### config.mk
export PLATFORM = sky130hd
export DESIGN_NAME = cda_mul
export DESIGN_NICKNAME = d
export VERILOG_FILES = /design/src/rtl/cda_pkg.sv /design/src/rtl/cda_mul.sv
export SDC_FILE = /design/constraint.sdc
export NUM_CORES = 2
export LEC_CHECK = 0
export BUFFER_PORTS_ARGS = -buffer_cell sky130_fd_sc_hd__buf_2
export CAP_MARGIN = 20
export CORE_AREA = 2 2 209 416
export DETAILED_ROUTE_END_ITERATION = 10
export DIE_AREA = 0 0 211 418
export GPL_TIMING_DRIVEN = 0
export HOLD_SLACK_MARGIN = 0.02
export PLACE_DENSITY = 0.58
export SYNTH_ARGS = -nofsm -noshare
export SYNTH_HDL_FRONTEND = slang
export SYNTH_SLANG_ARGS = --single-unit
### constraint.sdc
create_clock -name aclk -period 12.35 [get_ports aclk]
set_clock_uncertainty 0.15 [all_clocks]
set_input_delay 2.47 -clock aclk [delete_from_list [all_inputs] [get_ports aclk]]
set_output_delay 2.47 -clock aclk [all_outputs]
set_load 0.03 [all_outputs]
### src/rtl/cda_pkg.sv
// ----------------------------------------------------------------------------
// cda_pkg: shared constants for the counter-diabatic amplitude pipeline
// Coefficient integers (scaled by 10^6), the default tilt, quotient and output
// widths, saturation codes and pipeline latencies.
// ----------------------------------------------------------------------------
package cda_pkg;

    // width of every coefficient operand
    localparam int KW = 22;

    localparam logic [KW-1:0] MILLION   = KW'(1000000);
    localparam logic [KW-1:0] K_ONE     = KW'(2108562);
    localparam logic [KW-1:0] K_YZ      = KW'(173984);
    localparam logic [KW-1:0] K_YZ_DEN  = KW'(1468095);
    localparam logic [KW-1:0] K_XY      = KW'(607645);
    localparam logic [KW-1:0] K_ZYZ     = KW'(3054843);
    localparam logic [KW-1:0] K_ZYZ_DEN = KW'(312792);

    // nearest Q4.20 value to 0.35
    localparam int             TILT_W       = 19;
    localparam logic [TILT_W-1:0] TILT_DEFAULT = TILT_W'(367002);

    // multiplier operand chunk
    localparam int CHUNK = 32;

    // quotient magnitude bits and output word
    localparam int QW    = 31;
    localparam int OUT_W = 32;
    localparam logic [OUT_W-1:0] SAT_POS = 32'h7FFF_FFFF;
    localparam logic [OUT_W-1:0] SAT_NEG = 32'h8000_0000;

    localparam int MUL_LAT = 2;
    localparam int DIV_LAT = QW + 1;

endpackage

### src/rtl/cda_mul.sv
// ----------------------------------------------------------------------------
// cda_mul: two-stage unsigned multiplier
// Splits both operands into 32-bit chunks, registers the partial products,
// then sums them into the registered full-width product.
// ----------------------------------------------------------------------------
module cda_mul
    import cda_pkg::*;
#(
    parameter int AW = 32,
    parameter int BW = 32
) (
    input  logic             aclk,
    input  logic             en,
    input  logic [AW-1:0]    a,
    input  logic [BW-1:0]    b,
    output logic [AW+BW-1:0] p
);

    localparam int NA = (AW + CHUNK - 1) / CHUNK;
    localparam int NB = (BW + CHUNK - 1) / CHUNK;
    localparam int PW = AW + BW;
    localparam int SW = (NA + NB) * CHUNK;

    logic [NA*CHUNK-1:0] a_ext;
    logic [NB*CHUNK-1:0] b_ext;
    logic [2*CHUNK-1:0]  pp_reg [NA*NB];
    logic [SW-1:0]       sum_next;
    logic [PW-1:0]       p_reg;

    assign a_ext = (NA*CHUNK)'(a);
    assign b_ext = (NB*CHUNK)'(b);

    always_ff @(posedge aclk) begin
        if (en) begin
            for (int i = 0; i < NA; i++) begin
                for (int j = 0; j < NB; j++) begin
                    pp_reg[i*NB+j] <= a_ext[i*CHUNK +: CHUNK] * b_ext[j*CHUNK +: CHUNK];
                end
            end
        end
    end

    always_comb begin
        sum_next = '0;
        for (int i = 0; i < NA; i++) begin
            for (int j = 0; j < NB; j++) begin
                sum_next = sum_next + (SW'(pp_reg[i*NB+j]) << (CHUNK * (i + j)));
            end
        end
    end

    always_ff @(posedge aclk) begin
        if (en) begin
            p_reg <= sum_next[PW-1:0];
        end
    end

    assign p = p_reg;

endmodule

Yosys cells after proc, flatten, opt, wreduce, memory -nomap -nowiden

Memory sizes are Yosys's and may differ from the RTL's. A register that Yosys moved wholly into a read port is not among the register bits.
Cells that the tools add are included.

Register bits: 0
Memory bits (writable): 64
Input port bits: 66
Output and inout port bits: 64
Word-level logic and storage cells: 4
Memories kept: 1

Multiply operators: 1
Multiplexer cells: 2

Memory list:

| name   | words | width | rd ports | clocked after memory_dff | wr ports | RTL line      | source |
|---|---|---|---|---|---|---|---|
| pp_reg | 1     | 64    | 1        | 1                        | 1        | cda_mul.sv:26 | `logic [2*CHUNK-1:0] pp_reg [NA*NB];` |

Operator list:

| kind           | count |
|---|---|
| $mul 32x32->64 | 1 |
| $mux 1         | 2 |

Longest topological paths before layout

Word-level depth: 2
Mapped depth: 29

Worst setup path before layout

No wires, ideal clock.

Path kind: input-to-reg
Start: in b[9]
End: mem pp_reg[0][60] (netlist bit), data pin
Library setup time: 262 ps
Arrival: 9529 ps
Required time: 11938 ps
Slack: 2409 ps
Cell stages on the path: 26
Path through: clkbuf_1 nand2_1 fa_1 inv_1 fa_1 inv_1 fa_1 inv_1 fa_1 fa_1 fa_1 fa_1 inv_1 fa_1 inv_1 ha_1 and3_1 and3_2 and2_4 a2111o_1 a32oi_1 a31oi_1 a221o_1 a221oi_1 o21ai_1 xor2_1

Cells in the longest elaborated chain, start to end: 1

Ends and longest elaborated chain:

| element            | RTL line      | source |
|---|---|---|
| start: declaration | cda_mul.sv:15 | `input logic [BW-1:0] b,` |
| $mul 32x32->64     | cda_mul.sv:37 | `pp_reg[i*NB+j] <= a_ext[i*CHUNK +: CHUNK] * b_ext[j*CHUNK +: CHUNK];` |
| end: declaration   | cda_mul.sv:26 |  |

Every way passes these cells.

Worst setup path in the final report

Start: in b[7]
End: mem pp_reg[0][57] (netlist bit), data pin

Same word-level chain as after synthesis.

==> summary.txt <==
Outcome
  – Status: complete, but fails checks
  – Failing checks: setup timing

GRT
  – Initial antenna violation count: 7
  – Largest net degree at the start of global routing: 83
  – Met2 Use GR: 59.8%
  – Gr busiest metal: met2
  – Vias in the first global route: 31000
  – Met3 Use GR: 6.24%
  – GRT met1 Usage: 32.0%
  – GRT Residual Overflow: 0
  – First-pass GRT wire length: 209 mm
  – Total Routing Usage GR: 34.8%

STA
  – # setup viols final: 2
  – FMAX: 78.8 MHz
  – Final min period: 12.70 ns
  – Slew headroom: 19.5%
  – Least-Margin Pin Slew: 1.21 ns
  – Final hold vios: 0
  – Part of the cycle the worst path needs: 103%
  – Max-slew violation count: 0
  – Setup ws final: -0.347 ns
  – Unrepaired setup endpoints after global routing: false

Placement
  – Pre-CTS setup slack: 0.0253 ns
  – Placed cells: 4994
  – # port buffers: 129
  – Post-DP HPWL: 125 mm
  – Gpl congestion: 1.01
  – Area after DPL: 39100 um2

Critical path
  – Reg2reg path depth: 0
  – WP data required: 12.45 ns
  – Worst reg2reg endpoint: p[63]
  – CP max FO: 10
  – Worst path arrival time: 12.80 ns
  – Crit. End Element: flop
  – Worst R2R Start: pp_reg[0][63]
  – Critical Path Source Type: input pin
  – Worst setup path class: in2reg
  – Setup slack, reg-to-reg: 11.54 ns
  – Worst setup endpoint: pp_reg[0][57]
  – Critical Path Start: b[7]

Route
  – Final WL: 146 mm
  – Vias per cell: 5.50
  – Via count: 27700
  – Wirelength per Cell: 29.0 um
  – Drt pass-1 iters: 6
  – Final ANT Viol Nets: 0
  – Number of DRC markers in iteration 0: 1761
  – DRC: 0

Layout
  – Most common cell after layout, fill and taps aside: fa_1
  – Most frequent cells in the layout: fa_1 (896), inv_1 (861), and2_1 (599)
  – Non-Filler Instances: 5036
  – P&R area growth vs syn: 7.33%
  – Fin nets: 5171
  – Post-layout instance area: 39800 um2
  – Layout cell share with drive strength beyond 1: 5.03%

Die
  – Die W: 211 um
  – Starting density of the core: 43.7%
  – IO Pins: 130
  – Area of the core: 84800 um2
  – Die ar.: 88200 um2
  – Core Rows: 151
  – Die height: 418 um

Synth
  – Post-synthesis cell count: 3791
  – FFs w/ async S/R, synth: 0%
  – Number of flops mapped to enable cells by yosys: 128
  – Syn avg cell area: 9.79 um2
  – Yosys warning count: 0
  – Seq cells post-synth: 128
  – Synth cell types: 71
  – Post-Synthesis Cell Area: 37100 um2
  – Mapped Nets: 5016
  – Ys flop type: edfxtp_1
  – Sequential share of the synthesized area: 10.4%

Clocking
  – CTS Sinks: 128
  – Clock slew at reported path FFs: 0.09 ns
  – Total CTS buffers: 17
  – Clock Path Buffers: 2
  – Root buffer cell: clkbuf_16
  – CTS tree: done
  – Setup Buffers After CTS: 0
  – Htree depth: 4
  – Clock insertion delay at the later pin of the skew report: 0.53 ns

Min path
  – Hold Path Class: reg2reg

Run
  – Maxcap violations: 0
-- cell type report --
cell class                      count  area (um2)
Clock buffer                       18         429
Buffer                            214         896
Tap cell                         1071        1340
Inverter                          861        3230
Sequential cell                   128        3840
Clock inverter                     14         183
Timing Repair Buffer              136         744
Fill cell                        8292       45000
Antenna cell                        6        15.0
Multi-Input combinational cell   2588       29100
-- how the worst min path moves through the flow --
stage / startpoint / end / slack, ns / depth (start not counted)
floorplan: pp_reg[0][0] / p[0] / 0.25 / 0
global placement: pp_reg[0][37] / p[37] / 0.25 / 0
detailed placement: pp_reg[0][27] / p[27] / 0.25 / 0
CTS: pp_reg[0][0] / p[0] / 0.26 / 0
global route: pp_reg[0][27] / p[27] / 0.27 / 0
finish: pp_reg[0][0] / p[0] / 0.25 / 0
-- critical path, cell delays in order --
cell	delay [ns]
buf_2	0.30
clkbuf_1	0.85
and2_1	0.28
fa_1	0.45
fa_1	0.55
fa_1	0.56
inv_1	0.06
fa_1	0.35
inv_1	0.32
fa_1	0.50
fa_1	0.58
fa_1	0.69
fa_1	0.53
ha_1	0.45
nand4_1	0.72
or3_1	0.61
o21ai_0	0.10
a31oi_1	0.09
buf_4	0.23
a21oi_1	0.48
a31oi_1	0.36
o21ai_0	0.84
a21oi_1	0.20
xnor2_1	0.18
-- synth_stat cells, types with 2 or more instances --
| cell | instances | area, um2 |
|---|---|---|
| edfxtp_1 | 128 | 3840 |
| buf_4 | 4 | 30.0 |
| clkbuf_8 | 3 | 41.3 |
| nor2_1 | 31 | 116 |
| clkbuf_1 | 204 | 766 |
| a21o_2 | 2 | 17.5 |
| nand4_1 | 18 | 113 |
| a221oi_1 | 2 | 17.5 |
| and2_1 | 599 | 3750 |
| o31ai_1 | 2 | 15.0 |
| a31oi_1 | 15 | 93.8 |
| nand2b_1 | 3 | 18.8 |
| nor3_1 | 7 | 35.0 |
| ha_1 | 263 | 3290 |
| o21ai_1 | 4 | 20.0 |
| nor2b_1 | 3 | 18.8 |
| fa_1 | 896 | 17900 |
| nand2_1 | 473 | 1780 |
| o21bai_1 | 9 | 67.6 |
| a21o_1 | 32 | 240 |
| a211oi_1 | 4 | 30.0 |
| a211o_1 | 2 | 17.5 |
| xnor2_1 | 35 | 307 |
| o21ai_0 | 36 | 180 |
| xor2_1 | 27 | 236 |
| o21a_1 | 4 | 30.0 |
| a21oi_1 | 65 | 325 |
| inv_1 | 861 | 3230 |
| and3_1 | 8 | 50.1 |
| nand3_1 | 10 | 50.1 |
-- per-stage QoR --
| step | setup TNS [ns] | util [%] | hold WS [ns] |
|---|---|---|---|
| floorplan | 0 | - | 0.250 |
| global placement | -0.221 | 46.1 | 0.251 |
| detailed placement | 0 | 46.1 | 0.255 |
| CTS | 0 | 46.9 | 0.262 |
| global route | 0 | 46.9 | 0.269 |
| finish | -0.529 | 46.9 | 0.255 |
-- cells by family after synthesis --
logic type	count (synthesis)	share of synthesized area (%)
xor+xnor	62	1.46
flops	128	10.4
simple gates	1164	16.2
fa+ha+maj	1159	57.2
mux	1	0.0270
compound gates	202	3.58
buf+inv	1075	11.1
-- routing by layer --
metal	routed length [um]	vias to the layer above
met5	36	-
li1	-	11400
met3	7860	636
met2	73400	1236
met1	42700	14400
met4	22000	6
-- repair_timing --
item | 4_1_cts | 5_1_grt
gates resized for setup | 0 | 3
hold buffers | 0 | 0
endpoints found under the setup margin | 0 | 4
Power is left out: the tool's default activity adds up to more than one toggle a clock period on the data nets, which glitch-free logic cannot reach.
