$ cat config.mk
export PLATFORM = sky130hd
export DESIGN_NAME = cda_delay
export DESIGN_NICKNAME = d
export VERILOG_FILES = /design/src/rtl/cda_delay.sv
export SDC_FILE = /design/constraint.sdc
export NUM_CORES = 1
export LEC_CHECK = 0
export BUFFER_PORTS_ARGS = -buffer_cell sky130_fd_sc_hd__buf_2
export CAP_MARGIN = 25
export CORE_AREA = 10 10 47 49
export DETAILED_ROUTE_END_ITERATION = 12
export DIE_AREA = 0 0 57 59
export HOLD_SLACK_MARGIN = 0.05
export PLACE_DENSITY = 0.65
export SYNTH_ARGS = -nofsm -noshare
export SYNTH_HDL_FRONTEND = slang
export SYNTH_SLANG_ARGS = --single-unit
$ cat constraint.sdc
create_clock -name aclk -period 1.09 [get_ports aclk]
set_input_delay 0.1635 -clock aclk [delete_from_list [all_inputs] [get_ports aclk]]
set_output_delay 0.1635 -clock aclk [all_outputs]
set_load 0.005 [all_outputs]
$ cat src/rtl/cda_delay.sv
// ----------------------------------------------------------------------------
// cda_delay: stall-aware delay line
// Shifts a payload through DEPTH en-gated registers to align it with the datapath.
// ----------------------------------------------------------------------------
module cda_delay #(
    parameter int W     = 8,
    parameter int DEPTH = 2
) (
    input  logic         aclk,
    input  logic         en,
    input  logic [W-1:0] d,
    output logic [W-1:0] q
);

    logic [W-1:0] line_reg [DEPTH];

    always_ff @(posedge aclk) begin
        if (en) begin
            line_reg[0] <= d;
            for (int k = 1; k < DEPTH; k++) begin
                line_reg[k] <= line_reg[k-1];
            end
        end
    end

    assign q = line_reg[DEPTH-1];

endmodule

==> Yosys cells after proc, flatten, opt, wreduce, memory -nomap -nowiden <==
Memories as Yosys holds them, arrays and structs flattened.
Cells that the tools add are included.
{ "totals": {"reg_bits": 0, "latch_bits": 0, "ram_bits": 16, "rom_bits": 0, "inputBits": 10, "output_inout_bits": 8, "word_cells": 3, "n_memories": 1} }
{ "classes": {"n_addsub": 0, "n_mul": 0, "div_mod_pow": 0, "n_lt_le_gt_ge": 0, "n_eq_ne": 0, "shifts": 0, "mux": 2, "n_bitwise": 0, "reduce_logical": 0} }
{ "mem_list": {"columns": ["memory", "words", "width", "rd", "rd_clocked_by_memory_dff", "write_ports", "line_no", "rtl"], "rows": [
  ["line_reg", 2, 8, 2, 0, 2, "15", "logic [W-1:0] line_reg [DEPTH];"]
]} }
{ "ops": {"columns": ["operator", "n"], "rows": [
  ["1-bit 2-to-1 mux", 2]
]} }

==> Depth between registers and ports, before layout <==
Gate-level depths: netlist (run 1).
{ "logic_depth": {"ltp_word": 2, "depth_mapped": 1} }

==> Least setup slack after synthesis (run 1) <==
No wires, ideal clock.
{ "synth_path": {"kind": "reg2out", "start": "mem line_reg[1][0], in the netlist line_reg[0][8]", "end": "out q[0]", "arrival_ns": 0.467, "required_time_ns": 0.927, "setup_slack_ns": 0.459, "path_stages_with_launch": 2, "path_buffers": 1, "path_cell_list": "edfxtp_1 -> buf_4"} }
{ "synth_lines": {"columns": ["item", "line_no", "rtl"], "rows": [
  ["start, declared", "15", null],
  ["end, declared", "12", "output logic [W-1:0] q"]
]} }

==> results.yml, run 1 <==
outcome:
  outcome: "finished, final reports clean"
cells_and_area:
  nets: 52
  syn2layout_area_growth_pct: 19.91
  antenna_cells: 0
  comb.multi_input.count: 0
  seqCellArea_um2: 480.5
  post-route-util_pct: 46.25
  drive_gt1_share_pct: 50.00
  n_fill_cell: 126
  largest_register_ffs: 16
  postLayoutCellArea_um2: 648.1
  multi_input_area_um2: 0
worst_setup_path:
  slowest_delay_ps: 370
  slowest_stage: "edfxtp_1"
  cp_cell_sequence: "buf_2"
  cp_top_family: "flip-flops"
  crit_fanout: 1
  crit_arrival_ps: 770
  critPathCaptureType: "output port"
  crit_required_ps: 930
  critPathLaunchType: "flip-flop"
  critical_path_class: "flip-flop to output port"
  critPathBufInv: 1
floorplanning:
  ios: 18
  row_count: 14
  dieArea_um2: 3363
  core_region_area_um2: 1401
  die_y_um: 59
  start_util_pct: 38.57
  fp.dieW_um: 57
detailed_routing:
  drc: 0
  ant_nets: 0
  wl_per_cell_um: 12.64
  wirelength_um: 708
  vias: 221
  via_per_inst: 3.946
  drt_iter0_drc: 2
  dr.pass1.iters: 2
clock_tree:
  cts_buffer_depth: 2
  cts_root_buf: "clkbuf_4"
  numCtsBuffers: 3
  post_cts_resized: 0
  cts_tree: "yes"
  cts.sinks: 16
  clkTransAtPathRegs_ps: 70
  cts_max_level: 1
  clk_latency_ps: 270
synthesis:
  synth_seq_area_share_pct: 88.89
  synth_nets: 34
  synth_edf_count: 16
  synth_most_common_cell: "edfxtp_1"
  synth_top_area_share_pct: 88.89
  synth.distinct_cells: 2
  synthArstFlopShare_pct: 0
  synth_area_leader_cell: "edfxtp_1"
  syn_area_per_cell_um2: 22.52
  ys_seq_elements: 16
  syn_inst: 24
  yosys-top-cells-count: "16 x edfxtp_1, 8 x buf_4"
  synth_top_flop_cell: "edfxtp_1"
  ys_warn_count: 0
  synth_top_cells_by_area: "edfxtp_1 89%, buf_4 11%"
  synth_area_um2: 540.5
sta:
  finalSetupViolations: 0
  finalHoldViolCount: 0
  maxSlewViolCount: 0
  max_slew.worst_pin.slew_ps: 325.5
  fin_crit_sh_pct: 85.89
  fin_skew_ps: 5.204
  fin_tns_setup_ps: 0
  period_minus_slack_ps: 936.2
  max_freq_mhz: 1068
  max_slew_margin_pct: 78.30
  grt_setup_unrepaired: "false"
global_routing:
  grt_pass1_wl_um: 1104
  grt_overflow: 0
  use_met2_pct: 5.736
  grt_max_degree: 17
  met3_usage_pct: 3.863
  antenna_found_initial: 0
  grt_pass1_vias: 245
  grtUsageTotal_pct: 4.403
  use_met1_pct: 4.130
  top_usage_layer: "met2"
pwr:
  pwr_density_cell_nw_per_um2: 1643
  power_leakage_nw: 0.2540
  ir_drop_mv: 0.7420
worst_hold_path:
  min_path_type: "input pin to flip-flop"
placement:
  placed_area_um2: 585.6
  place.gp.congestion: 0.6135
  numPortBuffers: 17
flow_run:
  max-cap-violations: 0
==> what timing repair did <==
action / in CTS / in global routing
buffers inserted: 0 / 0
hold buffers: 0 / 4
endpoints found under the hold margin: 0 / 4
==> metrics by stage <==
stage	total power, mW	setup slack (ps)	cells	hold slack [ps]
global route	1.133	72.40	56	53.55
floorplan	0.7795	459.4	24	262.4
detailed placement	0.8020	287.2	49	341.6
finish	1.065	153.8	56	72.09
global placement	0.7966	318.1	49	340.5
CTS	1.077	126.2	52	54.07
==> final cells by class <==
type	instances	share of cell area, %
Timing Repair Buffer	21	19.31
Clock buffer	3	3.475
Sequential cell	16	74.13
Tap cell	16	3.089
==> power breakdown <==
part	internal, mW	switching (mW)
combinational	0.0326	0.0250
clock	0.127	0.141
sequential	0.729	0.00932
==> path summary, 6_finish.rpt <==
check / from / to / slack, ps / cells past startpoint
setup / recovery: line_reg[0][12]$_DFFE_PP_ / q[4] / 150 / 1
hold / removal: d[1] / line_reg[0][1]$_DFFE_PP_ / 70 / 1
setup reg to reg: line_reg[0][4]$_DFFE_PP_ / line_reg[0][12]$_DFFE_PP_ / 450 / 0
hold reg to reg: line_reg[0][1]$_DFFE_PP_ / line_reg[0][9]$_DFFE_PP_ / 420 / 0
==> cell families after synthesis <==
family | Yosys count | synth area share, %
flip-flops | 16 | 88.89
buffers and inverters | 8 | 11.11
==> cells in the final DEF, fill, tap and decap left out, drive strengths merged <==
master	Yosys	final
edfxtp	16	16
clkbuf	0	3
buf	8	17
dlygate4sd3	0	4
==> per-layer routing <==
metal | up-vias | wire length [um]
li1 | 112 | -
met1 | 93 | 281
met2 | 16 | 326
met3 | 0 | 100
met4 | 0 | 0
met5 | - | 0
(Power assumes the default switching activity.)
==> run 2, diff against run 1 <==
- REMOVE_ABC_BUFFERS: default -> 1
==> run 2 against run 1 <==
Effect of this change:
- critical path depth did not move
- core utilization rose by 2.1 points
- global-route usage rose by 0.088 points
- non-clock buffer count rose by 3
- clock-buffer cell count did not move
- routed wire length rose by 13%
- critical endpoint is now q[6]
- largest cell class unchanged
==> results.yml, run 2 (synthesized netlist as in run 1, its figures left out) <==
worst_hold_path:
  min_path_type: "input pin to flip-flop"
global_routing:
  grt_pass1_vias: 237
  grt_overflow: 0
  grt_max_degree: 17
  antenna_found_initial: 0
  grt_pass1_wl_um: 1069
  grtUsageTotal_pct: 4.491
worst_setup_path:
  slowest_delay_ps: 370
  cp_cell_sequence: "buf_2"
  critPathLaunchType: "flip-flop"
  crit_arrival_ps: 770
  critPathCaptureType: "output port"
  r2r_setup_slack_ps: 460
  crit_fanout: 1
  critPathBufInv: 1
  critical_path_class: "flip-flop to output port"
  cp_top_family: "flip-flops"
  crit_required_ps: 930
  slowest_stage: "edfxtp_1"
clock_tree:
  cts.sinks: 16
  cts_tree: "yes"
  numCtsBuffers: 3
  clk_latency_ps: 270
  cts_buffer_depth: 2
  cts_root_buf: "clkbuf_4"
  cts_setup_buffers: 0
  clkTransAtPathRegs_ps: 80
  post_cts_resized: 0
  cts_max_level: 1
flow_run:
  max-cap-violations: 0
floorplanning:
  row_count: 14
  ios: 18
  die_y_um: 59
  fp.dieW_um: 57
  start_util_pct: 38.57
  core_region_area_um2: 1401
  dieArea_um2: 3363
detailed_routing:
  ant_nets: 0
  wirelength_um: 797
  drc: 0
  drt_iter0_drc: 1
  vias: 249
  via_per_inst: 4.220
  dr.pass1.iters: 2
  wl_per_cell_um: 13.51
sta:
  fin_crit_sh_pct: 85.80
  finalHoldViolCount: 0
  timing.hold.ws_ps: 57.81
  period_minus_slack_ps: 935.3
  max_slew.worst_pin.slew_ps: 329.2
  max_slew_margin_pct: 78.05
  maxSlewViolCount: 0
  finalSetupViolations: 0
  grt_setup_unrepaired: "false"
  fin_skew_ps: 0.5825
  fin_tns_setup_ps: 0
  max_freq_mhz: 1069
placement:
  numPortBuffers: 17
  place.gp.congestion: 0.6268
cells_and_area:
  nets: 55
  multi_input_area_um2: 0
  comb.multi_input.count: 0
  final_common_cell: "buf_2"
  largest_register_ffs: 16
  drive_gt1_share_pct: 46.51
  mostFrequentLayoutCells: "17 x buf_2, 16 x edfxtp_1, 7 x dlygate4sd3_1, 3 x clkbuf_4"
  antenna_cells: 0
  syn2layout_area_growth_pct: 25.46
outcome:
  outcome: "finished, final reports clean"
pwr:
  pwr_density_cell_nw_per_um2: 1603
  power_leakage_nw: 0.2665
  power_mw: 1.087
  ir_drop_mv: 0.8766
run 2: cell types whose count changed in the layout (fill, tap and decap cells not counted), sizes merged:
cell | previous run | this run
dlygate4sd3 | 4 | 7
run 2: repair_timing:
item                                    4_1_cts  5_1_grt
endpoints found under the setup margin        0        0
hold buffers                                  0        7
hold endpoints to repair                      0        7
run 2: cell type report:
type | instances | area (um^2)
fillers | 136 | 723.2
flip-flops and latches | 16 | 480.5
repair buffers | 24 | 155.1
clock buffers | 3 | 22.52
well taps | 16 | 20.02
run 2: through the flow:
stage          instance area [um^2]  instances  utilization (%)  setup slack (ps)
6_report                      678.2         59            48.39             154.7
3_3_place_gp                  585.6         49            41.79             314.4
4_1_cts                       608.1         52            43.39             133.1
5_1_grt                       678.2         59            48.39             108.4
2_1_floorplan                 480.5         16                -             501.2
3_5_place_dp                  585.6         49            41.79             281.6
run 2: path summary, 6_finish.rpt:
kind                                                 from                        end  cells after the start
worst max-delay path            line_reg[0][14]$_DFFE_PP_                       q[6]                      1
worst min-delay path                                 d[3]   line_reg[0][3]$_DFFE_PP_                      1
worst max register to register   line_reg[0][6]$_DFFE_PP_  line_reg[0][14]$_DFFE_PP_                      0
worst min register to register   line_reg[0][7]$_DFFE_PP_  line_reg[0][15]$_DFFE_PP_                      0
run 2: layer usage:
| metal | global-route usage [%] | vias to the layer above | routed length [um] | part of all wire (%) |
|---|---|---|---|---|
| li1 | - | 120 | - | - |
| met1 | 3.630 | 111 | 311 | 39 |
| met2 | 5.736 | 16 | 370 | 46 |
| met3 | 4.506 | 2 | 98 | 12 |
| met4 | 5.034 | 0 | 16 | 2.0 |
| met5 | 0 | - | 0 | 0 |
run 2: where the power goes:
| part | internal, mW | switching (mW) |
|---|---|---|
| registers | 0.728 | 0.00940 |
| clock network | 0.128 | 0.155 |
| logic | 0.0396 | 0.0270 |
| total | 0.896 | 0.191 |
